--- config.mk ---
export PLATFORM = sky130hd
export DESIGN_NAME = char_lcd_write_sequencer
export DESIGN_NICKNAME = d
export VERILOG_FILES = /design/src/hdl/clws_pkg.sv /design/src/hdl/char_lcd_write_sequencer.sv /design/src/hdl/clws_ctrl.sv /design/src/hdl/clws_datapath.sv
export VERILOG_INCLUDE_DIRS = /design/src /design/src/hdl
export SDC_FILE = /design/constraint.sdc
export NUM_CORES = 1
export LEC_CHECK = 0
export BUFFER_PORTS_ARGS = -buffer_cell sky130_fd_sc_hd__buf_4
export CAP_MARGIN = 20
export CORE_UTILIZATION = 58
export DETAILED_ROUTE_END_ITERATION = 10
export PLACE_DENSITY_LB_ADDON = 0.12
export SETUP_SLACK_MARGIN = 0.05
export SLEW_MARGIN = 15
export SYNTH_ARGS = -nofsm -noshare
export SYNTH_HDL_FRONTEND = slang
export SYNTH_HIERARCHICAL = 1
export SYNTH_SLANG_ARGS = --single-unit
--- constraint.sdc ---
create_clock -name clk -period 3.55 [get_ports clk]
set_input_delay 0.71 -clock clk [delete_from_list [all_inputs] [get_ports clk]]
set_output_delay 0.71 -clock clk [all_outputs]
set_load 0.05 [all_outputs]
--- src/hdl/assert_macros.svh ---
// Assertion macros shared by the character-LCD sequencer modules
`ifndef ASSERT_MACROS_SVH
`define ASSERT_MACROS_SVH
`ifndef SYNTHESIS
// Property must hold at every clock edge outside reset
`define ASSERT_AT(label, clk, rst_n, prop) \
	label: assert property (@(posedge clk) disable iff (!rst_n) prop) \
		else $error("assertion failed");
// Condition must never be true outside reset
`define ASSERT_NEVER(label, clk, rst_n, cond) \
	label: assert property (@(posedge clk) disable iff (!rst_n) !(cond)) \
		else $error("forbidden condition seen");
`else
`define ASSERT_AT(label, clk, rst_n, prop)
`define ASSERT_NEVER(label, clk, rst_n, cond)
`endif
`endif

--- src/hdl/clws_pkg.sv ---
// Types, constants and helpers for the character-LCD write sequencer
package clws_pkg;

	// Decimal printing
	localparam int MAX_DIGITS = 7;
	localparam int NUM_W = 24;
	localparam int BCD_W = 4 * MAX_DIGITS;
	localparam int CNT_W = $clog2(NUM_W + 1);
	localparam int IDX_W = (MAX_DIGITS > 1) ? $clog2(MAX_DIGITS) : 1;

	// Byte building
	localparam logic [7:0] CURSOR_BASE = 8'h80;
	localparam logic [7:0] ROW_OFFSET = 8'h40;
	localparam logic [7:0] ASCII_ZERO = 8'd48;

	// Configuration port
	localparam int CFG_W = 16;
	localparam int CFG_IDX_W = 2;

	// Reset values of the timing registers
	localparam logic [15:0] RST_PULSE_HIGH_EIGHT = 16'd2000;
	localparam logic [15:0] RST_PULSE_HIGH_FOUR = 16'd30000;
	localparam logic [15:0] RST_PULSE_LOW_FOUR = 16'd2000;

	// Power of ten, worked out at elaboration
	function automatic longint unsigned pow10(input int n);
		longint unsigned p;
		p = 1;
		for (int i = 0; i < n; i++) begin
			p = p * 10;
		end
		return p;
	endfunction

	localparam longint unsigned MAX_VAL = pow10(MAX_DIGITS) - 1;

	typedef enum logic [1:0] {
		CMD_INSTR  = 2'd0,
		CMD_DATA   = 2'd1,
		CMD_CURSOR = 2'd2,
		CMD_NUMBER = 2'd3
	} cmd_t;

	typedef enum logic [CFG_IDX_W-1:0] {
		CFG_BUS_MODE        = 2'd0,
		CFG_PULSE_HIGH_EIGHT = 2'd1,
		CFG_PULSE_HIGH_FOUR = 2'd2,
		CFG_PULSE_LOW_FOUR  = 2'd3
	} cfg_idx_t;

	typedef struct packed {
		cmd_t             cmd;
		logic [7:0]       byte_value;
		logic             row;
		logic [5:0]       column;
		logic [NUM_W-1:0] number;
	} req_t;

	typedef struct packed {
		logic        reg_select;
		logic        read_write;
		logic        enable;
		logic [7:0]  bus;
		logic [15:0] hold_us;
		logic        last;
	} phase_t;

	// Controller to datapath
	typedef struct packed {
		logic load_req;
		logic conv_step;
		logic skip;
		logic load_digit;
		logic emit;
		logic adv_digit;
	} dp_cmd_t;

	// Datapath to controller
	typedef struct packed {
		logic is_number;
		logic conv_done;
		logic digit_zero;
		logic idx_zero;
		logic byte_last;
		logic out_free;
	} dp_status_t;

endpackage

--- src/hdl/char_lcd_write_sequencer.sv ---
// Character-LCD write sequencer: request in, timed pin phases out, one beat per phase.
// A request is taken only while the block is idle. An instruction, data or cursor request
// is loaded and then sent at one phase per cycle while the output is free: two phases in eight-bit mode, four in
// four-bit mode. A number request is loaded, passes bit by bit through the 24-bit shift-and-add-three
// binary to decimal converter, suppresses leading zeros at one per cycle (up to six), then for each
// printed digit takes a load step and sends its two or four phases.
// Phases leave through a single output register at one per cycle while the sink takes them.
// Configuration writes apply at once and should be made only while the block is idle.
module char_lcd_write_sequencer import clws_pkg::*; (
	input  logic                 clk,
	input  logic                 arst_n,
	input  logic                 in_valid,
	output logic                 in_ready,
	input  req_t                 in_data,
	output logic                 out_valid,
	input  logic                 out_ready,
	output phase_t               out_data,
	input  logic                 cfg_we,
	input  logic [CFG_IDX_W-1:0] cfg_index,
	input  logic [CFG_W-1:0]     cfg_data
);

	dp_cmd_t    dp_cmd;
	dp_status_t dp_st;

	// Sequencing control
	clws_ctrl u_ctrl (
		.clk       (clk),
		.arst_n    (arst_n),
		.in_valid  (in_valid),
		.in_number (in_data.cmd == CMD_NUMBER),
		.in_ready  (in_ready),
		.st        (dp_st),
		.cmd       (dp_cmd)
	);

	// Byte building, conversion and phase output
	clws_datapath u_datapath (
		.clk       (clk),
		.arst_n    (arst_n),
		.req       (in_data),
		.cfg_we    (cfg_we),
		.cfg_index (cfg_index),
		.cfg_data  (cfg_data),
		.cmd       (dp_cmd),
		.st        (dp_st),
		.out_valid (out_valid),
		.out_ready (out_ready),
		.out_data  (out_data)
	);

endmodule

--- src/hdl/clws_ctrl.sv ---
// Sequencing state machine for the character-LCD write sequencer
`include "assert_macros.svh"
module clws_ctrl import clws_pkg::*; (
	input  logic       clk,
	input  logic       arst_n,
	input  logic       in_valid,
	input  logic       in_number,
	output logic       in_ready,
	input  dp_status_t st,
	output dp_cmd_t    cmd
);

	typedef enum logic [4:0] {
		ST_IDLE = 5'b00001,
		ST_CONV = 5'b00010,
		ST_SKIP = 5'b00100,
		ST_LOAD = 5'b01000,
		ST_SEND = 5'b10000
	} state_t;

	state_t state_q, state_d;

	// Decide next state and datapath commands
	always_comb begin
		state_d = state_q;
		cmd = '0;
		in_ready = 1'b0;
		case (state_q)
			ST_IDLE: begin
				in_ready = 1'b1;
				if (in_valid) begin
					cmd.load_req = 1'b1;
					state_d = in_number ? ST_CONV : ST_SEND;
				end
			end
			ST_CONV: begin
				cmd.conv_step = 1'b1;
				if (st.conv_done) begin
					state_d = ST_SKIP;
				end
			end
			ST_SKIP: begin
				if (st.digit_zero && !st.idx_zero) begin
					cmd.skip = 1'b1;
				end else begin
					cmd.load_digit = 1'b1;
					state_d = ST_SEND;
				end
			end
			ST_LOAD: begin
				cmd.load_digit = 1'b1;
				state_d = ST_SEND;
			end
			ST_SEND: begin
				if (st.out_free) begin
					cmd.emit = 1'b1;
					if (st.byte_last) begin
						if (st.is_number && !st.idx_zero) begin
							cmd.adv_digit = 1'b1;
							state_d = ST_LOAD;
						end else begin
							state_d = ST_IDLE;
						end
					end
				end
			end
			default: begin
				state_d = ST_IDLE;
			end
		endcase
	end

	// Hold the state
	always_ff @(posedge clk or negedge arst_n) begin
		if (!arst_n) begin
			state_q <= ST_IDLE;
		end else begin
			state_q <= state_d;
		end
	end

	`ASSERT_AT(a_accept_leaves_idle, clk, arst_n, (in_valid && in_ready) |=> (state_q != ST_IDLE))
	`ASSERT_NEVER(a_skip_and_load, clk, arst_n, cmd.skip && cmd.load_digit)
	`ASSERT_AT(a_adv_on_byte_end, clk, arst_n, cmd.adv_digit |-> (cmd.emit && st.byte_last))

endmodule

--- src/hdl/clws_datapath.sv ---
// Byte, digit conversion, phase and output registers of the LCD sequencer
`include "assert_macros.svh"
module clws_datapath import clws_pkg::*; (
	input  logic                 clk,
	input  logic                 arst_n,
	input  req_t                 req,
	input  logic                 cfg_we,
	input  logic [CFG_IDX_W-1:0] cfg_index,
	input  logic [CFG_W-1:0]     cfg_data,
	input  dp_cmd_t              cmd,
	output dp_status_t           st,
	output logic                 out_valid,
	input  logic                 out_ready,
	output phase_t               out_data
);

	logic             bus_mode_q;
	logic [15:0]      phe8_q, phh4_q, phl4_q;
	logic             rs_q, is_num_q;
	logic [7:0]       byte_q;
	logic [NUM_W-1:0] bin_q;
	logic [BCD_W-1:0] bcd_q;
	logic [CNT_W-1:0] cnt_q;
	logic [IDX_W-1:0] idx_q;
	logic [1:0]       ph_q;
	logic             out_valid_q;
	phase_t           out_q;

	logic [BCD_W-1:0] bcd_adj;
	logic [3:0]       digit;
	logic [7:0]       req_byte;
	logic             req_rs;
	logic [NUM_W-1:0] num_sat;
	logic [3:0]       nib;
	logic             byte_last;
	phase_t           phase;

	// Configuration registers
	always_ff @(posedge clk or negedge arst_n) begin
		if (!arst_n) begin
			bus_mode_q <= 1'b1;
			phe8_q <= RST_PULSE_HIGH_EIGHT;
			phh4_q <= RST_PULSE_HIGH_FOUR;
			phl4_q <= RST_PULSE_LOW_FOUR;
		end else if (cfg_we) begin
			case (cfg_idx_t'(cfg_index))
				CFG_BUS_MODE:         bus_mode_q <= cfg_data[0];
				CFG_PULSE_HIGH_EIGHT: phe8_q <= cfg_data;
				CFG_PULSE_HIGH_FOUR:  phh4_q <= cfg_data;
				CFG_PULSE_LOW_FOUR:   phl4_q <= cfg_data;
				default: begin
				end
			endcase
		end
	end

	// Build the byte for a plain request
	always_comb begin
		req_rs = 1'b0;
		req_byte = req.byte_value;
		case (req.cmd)
			CMD_INSTR: begin
				req_rs = 1'b0;
				req_byte = req.byte_value;
			end
			CMD_DATA: begin
				req_rs = 1'b1;
				req_byte = req.byte_value;
			end
			CMD_CURSOR: begin
				req_rs = 1'b0;
				req_byte = CURSOR_BASE + {2'b00, req.column} + (req.row ? ROW_OFFSET : 8'd0);
			end
			CMD_NUMBER: begin
				req_rs = 1'b1;
				req_byte = ASCII_ZERO;
			end
			default: begin
			end
		endcase
	end

	// Clamp the number to the largest printable value
	assign num_sat = (64'(req.number) > MAX_VAL) ? NUM_W'(MAX_VAL) : req.number;

	// Add three to every digit of five or more before the shift
	always_comb begin
		for (int i = 0; i < MAX_DIGITS; i++) begin
			bcd_adj[4*i +: 4] = (bcd_q[4*i +: 4] >= 4'd5) ? bcd_q[4*i +: 4] + 4'd3
				: bcd_q[4*i +: 4];
		end
	end

	assign digit = bcd_q[idx_q*4 +: 4];

	// Request, conversion and digit registers
	always_ff @(posedge clk or negedge arst_n) begin
		if (!arst_n) begin
			cnt_q <= '0;
			idx_q <= '0;
			ph_q <= '0;
			is_num_q <= 1'b0;
		end else begin
			if (cmd.load_req) begin
				is_num_q <= (req.cmd == CMD_NUMBER);
				cnt_q <= CNT_W'(NUM_W);
				idx_q <= IDX_W'(MAX_DIGITS - 1);
				ph_q <= '0;
			end
			if (cmd.conv_step) begin
				cnt_q <= cnt_q - 1'b1;
			end
			if (cmd.skip || cmd.adv_digit) begin
				idx_q <= idx_q - 1'b1;
			end
			if (cmd.load_digit) begin
				ph_q <= '0;
			end else if (cmd.emit) begin
				ph_q <= ph_q + 1'b1;
			end
		end
	end

	// Payload of the request and the conversion
	always_ff @(posedge clk) begin
		if (cmd.load_req) begin
			rs_q <= req_rs;
			byte_q <= req_byte;
			bin_q <= num_sat;
			bcd_q <= '0;
		end
		if (cmd.conv_step) begin
			bcd_q <= {bcd_adj[BCD_W-2:0], bin_q[NUM_W-1]};
			bin_q <= {bin_q[NUM_W-2:0], 1'b0};
		end
		if (cmd.load_digit) begin
			rs_q <= 1'b1;
			byte_q <= ASCII_ZERO + {4'b0000, digit};
		end
	end

	// Pin state of the current phase
	assign byte_last = bus_mode_q ? (ph_q == 2'd3) : (ph_q == 2'd1);
	assign nib = ph_q[1] ? byte_q[3:0] : byte_q[7:4];

	always_comb begin
		phase.reg_select = rs_q;
		phase.read_write = 1'b0;
		phase.enable = ~ph_q[0];
		phase.bus = bus_mode_q ? {nib, 4'b0000} : byte_q;
		if (bus_mode_q) begin
			phase.hold_us = ph_q[0] ? phl4_q : phh4_q;
		end else begin
			phase.hold_us = ph_q[0] ? 16'd0 : phe8_q;
		end
		phase.last = byte_last && (!is_num_q || (idx_q == '0));
	end

	// Output register: load a phase beat or drop the taken one
	always_ff @(posedge clk or negedge arst_n) begin
		if (!arst_n) begin
			out_valid_q <= 1'b0;
		end else if (cmd.emit) begin
			out_valid_q <= 1'b1;
		end else if (out_ready) begin
			out_valid_q <= 1'b0;
		end
	end

	always_ff @(posedge clk) begin
		if (cmd.emit) begin
			out_q <= phase;
		end
	end

	assign out_valid = out_valid_q;
	assign out_data = out_q;

	assign st.is_number = is_num_q;
	assign st.conv_done = (cnt_q == CNT_W'(1));
	assign st.digit_zero = (digit == 4'd0);
	assign st.idx_zero = (idx_q == '0);
	assign st.byte_last = byte_last;
	assign st.out_free = !out_valid_q || out_ready;

	`ASSERT_AT(a_emit_into_free_slot, clk, arst_n, cmd.emit |-> (!out_valid_q || out_ready))
	`ASSERT_NEVER(a_conv_past_end, clk, arst_n, cmd.conv_step && (cnt_q == '0))

endmodule
; ---- Word level (Yosys, flattened, before mapping)
; Cells that the tools add are included.
[totals]
in_bits = 64
reg_bits = 154
[op_classes]
n_eq_ne = 19
muxes = 52
n_bitwise = 1
shifts = 1
add_sub_neg = 13
magnitude_cmp = 8
n_reduce_logical = 26
[op_table]
columns = operator, count
row1 = 24-bit two-way mux, 3
row2 = 28-bit two-way mux, 2
row3 = 16-bit two-way mux, 3
row4 = 5-bit two-way mux, 8
row5 = 4-bit two-way mux, 8
row6 = "4-bit by 3-bit >= comparator with 1-bit output, second input constant", 7
row7 = 28-bit by 6-bit indexed part select with 4-bit output, 1
row8 = 5-bit one-hot mux with 5 select lines, 1
row9 = "4-bit by 2-bit adder with 4-bit output, second input constant", 6
row10 = "24-bit greater-than comparator, second input constant", 1
row11 = 8-bit two-way mux, 3
row12 = 8-bit one-hot mux with 3 select lines, 1
row13 = 1-bit two-way mux, 12
row14 = "2-bit equality test, second input constant", 5
row15 = "5-bit by 1-bit equality test with 1-bit output, second input constant", 2
row16 = 2-bit two-way mux, 5
row17 = 3-bit two-way mux, 3
row18 = "8-bit by 6-bit adder with 8-bit output, first input constant", 1
row19 = 8-bit adder, 1
row20 = "2-bit != test, second input constant", 4
row21 = 2-bit AND reduction, 4
row22 = 2-bit nonzero test, 4
row23 = "6-bit by 4-bit adder with 7-bit output, first input constant", 1
row24 = 7-bit two-way mux, 1
row25 = other kinds (21), 33

; ---- Depth between registers and ports, before layout
[logic_depth]
word_depth = 9
ltp_mapped = 11

; ---- Cells and area by module
; Netlist, hierarchy kept.
[modules_own_cells]
columns = mod, seq_area_each_um2, area_each_um2, cells_per_inst, n_inst
row1 = clws_datapath, 4174.0, 7287.0, 577, 1
row2 = clws_ctrl, 126.4, 447.9, 50, 1
row3 = char_lcd_write_sequencer, 0.0, 6.3, 1, 1

; ---- Worst setup path before layout
; Ideal clock, no wire load.
[synth_path]
kind = register to register
start = register u_datapath.idx_q[0]
end = register u_datapath.byte_q[0], enable pin
path_stages_with_launch = 12
required_time_ps = 3241
n_path_buf = 3
arrival_ps = 2732
setup_ps = 309
period_less_slack_ps = 3041
slack_ps = 509
cell_sequence = dfrtp_1 > clkbuf_1 > buf_2 > mux2i_1 > o211ai_1 > o21ai_1 > and4_1 > nor2b_1 > o21ai_0 > nor4b_1 > clkbuf_1 > or2_2
[synth_lines]
columns = item, line_no
row1 = start: declaration, clws_datapath.sv:24  ; logic [IDX_W-1:0] idx_q;
row2 = start signal: assignment, clws_datapath.sv:107  ; idx_q <= IDX_W'(MAX_DIGITS - 1);
row3 = start signal: assignment, clws_datapath.sv:114  ; idx_q <= idx_q - 1'b1;
row4 = end signal: assignment, clws_datapath.sv:128  ; byte_q <= req_byte;
row5 = end signal: assignment, clws_datapath.sv:138  ; byte_q <= ASCII_ZERO + {4'b0000, digit};
row6 = end: declaration, clws_datapath.sv:20  ; logic [7:0] byte_q;

==> results.sh <==
export IMPL_die_area_um2=13800
export IMPL_die_h_um=118
export IMPL_cp_start_kind="flop"
export IMPL_async_flop_share_pct=42.9
export IMPL_stdcell_count=895
export IMPL_cts_setup_buffers=0
export IMPL_rsz0062_at_grt="false"
export IMPL_wl_met1_um=6530
export IMPL_setup_violations_final=0
export IMPL_path_clk_slew_ns=0.06
export IMPL_dp_cells=863
export IMPL_finalHoldViolations=0
export IMPL_cap_viol_max_count=0
export IMPL_rows=41
export IMPL_area_growth_pct=17.8
export IMPL_seqPwrFrac_pct=43.6
export IMPL_dp_hpwl_um=9900
export IMPL_min_period_over_period_pct=82.6
export IMPL_portBuffers=92
export IMPL_io_pins=94
export IMPL_ir_drop_uv=481
export IMPL_drtAntennaViolNets=0
export IMPL_path_depth=8
export IMPL_drive_above_1_share_pct=31.5
export IMPL_antenna_found_initial=0
export IMPL_clockBufferDepth=2
export IMPL_r2r_end="u_datapath/byte_q[1]"
export IMPL_num_vias=5111
export IMPL_fmax_ghz=0.341
export IMPL_r2r_cells=8
export IMPL_cts_hold_buf=0
export IMPL_critPathKind="reg -> reg"
export IMPL_cp_cell_sequence="mux4_2, o21ai_1, and4_1, nor2b_1, o21ai_0, nor4b_2, buf_4, or2_2"
export IMPL_final_max_slew_viol_count=0
export IMPL_outcome="finished clean"
export IMPL_grt_pass1_vias=5069
export IMPL_fillers=931
export IMPL_crit_family="simple AND/OR/NAND/NOR gates"
export IMPL_grt_usage_pct=22.4
export IMPL_cp_num_buf_inv=1
export IMPL_synth_top_cell_area_share_pct=33.4
export IMPL_dr_pass1_iters=5
export IMPL_pwr_share_comb_pct=28.7
export IMPL_syn_area_um2=7740
export IMPL_worstMarginPinSlew_ns=0.991
export IMPL_p_leak_nw=3.78
export IMPL_period_needed_ns=2.93
export IMPL_top_layer="met4"
export IMPL_cp_max_fo=16
export IMPL_ys_seq_area_share_pct=55.6
export IMPL_ff2ff_setup_slack_ns=0.62
export IMPL_power_share_clock_pct=27.7
export IMPL_routed_wl_um=14800
export IMPL_r2r_start="u_datapath/idx_q[0]"
export IMPL_viasPerCell=5.71
export IMPL_wl_per_cell_um=16.5
export IMPL_crit_end="u_datapath/byte_q[1]"
export IMPL_grt_max_degree=76
export IMPL_critPathSlowestCell="dfrtp_1"
export IMPL_synth_area_leaders="edfxtp_1 33%, dfrtp_1 15%, mux2_2 7.9%, dfstp_2 7.1%, ha_1 2.9%"
export IMPL_dieWidth_um=118
export IMPL_cts_root_buf="clkbuf_16"
export IMPL_route_detailed_drc=0
export IMPL_critPathArrivalTime_ns=3.07
export IMPL_grt_pass1_wl_um=24600
export IMPL_wl_met3_um=448
export IMPL_slew_limit_headroom_pct=33.9
export IMPL_yosysUniqueCellTypes=66
export IMPL_fin_tns_setup_ns=0
export IMPL_crit_path_start="u_datapath/idx_q[0]"
export IMPL_start_util_pct=60.4
export IMPL_ys_warn_count=6
export IMPL_syn_inst=628
export IMPL_critPathCaptureType="flop"
export IMPL_holdWs_ns=0.384
export IMPL_clock_sinks=154
export IMPL_min_path_type="in -> async"
export IMPL_drt_iter0_drc=357
export IMPL_clk_latency_ns=0.42
export IMPL_finalNetCount=792
export IMPL_grt_overflow=0
export IMPL_sw_frac_of_total_pct=32.5
export IMPL_p_sw_mw=2.09
export IMPL_cts_resized=0
export IMPL_synth_edf_count=86
export IMPL_syn_num_nets=710
export IMPL_h_tree_depth=4
export IMPL_clock_skew_ns=0.00678
export IMPL_ys_seq_elements=154
export IMPL_gp_congestion=0.834
export IMPL_cts_tree="yes"
export IMPL_synth_avg_cell_area_um2=12.3
export IMPL_numCtsBuffers=17
export IMPL_diodes=0
export IMPL_synth_ff_type="edfxtp_1"
export IMPL_wl_met2_um=7560
export IMPL_critical_path_max_stage_delay_ns=0.70
export IMPL_core_area_um2=12800
export IMPL_yosysTopAreaCell="edfxtp_1"
export IMPL_final_common_cell="buf_4"
export IMPL_p_per_area_nw_per_um2=706
export IMPL_critPathRequiredTime_ns=3.69
export IMPL_mostFrequentLayoutCells="99 x buf_4, 86 x edfxtp_1, 54 x mux2_2"
export IMPL_internal_power_mw=4.35
## power groups by stage
| stage | clock network (mW) | logic, mW | registers (mW) |
|---|---|---|---|
| 2_1_floorplan | 0 | 1.18 | 2.97 |
| 3_3_place_gp | 0 | 1.79 | 2.81 |
| 3_5_place_dp | 0 | 1.85 | 2.83 |
| 4_1_cts | 1.81 | 1.86 | 2.80 |
| 5_1_grt | 1.89 | 2.02 | 2.86 |
| 6_report | 1.79 | 1.85 | 2.81 |
## worst reg2reg max path: stages (launching register included)
cell     delay, ns
dfrtp_1       0.70
mux4_2        0.58
o21ai_1       0.20
and4_1        0.20
nor2b_1       0.15
o21ai_0       0.10
nor4b_2       0.16
buf_4         0.21
or2_2         0.38
## synthesized netlist by cell type (15+ instances only)
master    number
nor2_1        29
dfrtp_1       45
ha_1          18
clkbuf_1      22
inv_1         27
o21ai_0       35
mux2i_1       21
mux2_2        54
nand2b_1      15
nor2b_1       20
and2_1        15
dfstp_2       21
edfxtp_1      86
nand2_1       49
## through the flow
| stage | setup WS, ns | util [%] | instance area, um2 | power (mW) |
|---|---|---|---|---|
| after floorplan | 0.509 | - | 7740 | 4.15 |
| after global placement | 0.572 | 66.4 | 8510 | 4.59 |
| after detailed placement | 0.651 | 66.4 | 8520 | 4.68 |
| after CTS | 0.641 | 71.1 | 9120 | 6.47 |
| after global routing | 0.496 | 71.1 | 9120 | 6.77 |
| final | 0.619 | 71.1 | 9120 | 6.44 |
## cells by family (layout without fill, tap and decap cells)
family	after synthesis	after routing	synth area share (%)
xor gates and xnor gates	16	16	1.81
adders and majority gates	18	18	2.91
muxes	79	79	11.7
buffers and inverters	64	159	3.99
and+or+nand+nor	174	174	12.1
AOI/OAI and AO/OA	122	122	11.9
other	1	1	0.0484
DFF	154	154	55.6
## flip-flops by register name, indices dropped and copies added, names as in the netlist
register	count
u_ctrl/state_q	5
u_datapath/bcd_q	28
u_datapath/bin_q	24
u_datapath/bus_mode_q	1
u_datapath/byte_q	8
u_datapath/cnt_q	5
u_datapath/idx_q	3
u_datapath/is_num_q	1
u_datapath/out_data	27
u_datapath/out_valid	1
u_datapath/ph_q	2
u_datapath/phe8_q	16
u_datapath/phh4_q	16
u_datapath/phl4_q	16
u_datapath/rs_q	1
## final cells by class
type | count | area (um2) | share of cell area [%]
clock buffers | 24 | 558 | 6.12
clock inverters | 8 | 46.3 | 0.507
inverters | 27 | 101 | 1.11
multi-input cells | 410 | 3140 | 34.4
flip-flops and latches | 154 | 4300 | 47.1
well taps | 172 | 215 | 2.36
repair buffers | 100 | 763 | 8.37
## worst min path at each step
stage	end	slack, ns
2_1_floorplan	u_datapath/out_data[27]	0.40
3_3_place_gp	u_datapath/out_data[27]	0.45
3_5_place_dp	u_datapath/out_data[27]	0.46
4_1_cts	u_datapath/phe8_q[1]	0.42
5_1_grt	u_datapath/phe8_q[1]	0.45
6_report	u_datapath/phe8_q[0]	0.38
## metal layers
layer	vias to the layer above	global-route usage, %
li1	2455	-
met1	2524	29.1
met2	109	37.8
met3	23	3.39
met4	0	9.38
met5	-	0
Note: power is estimated with default switching activity, not from simulation.
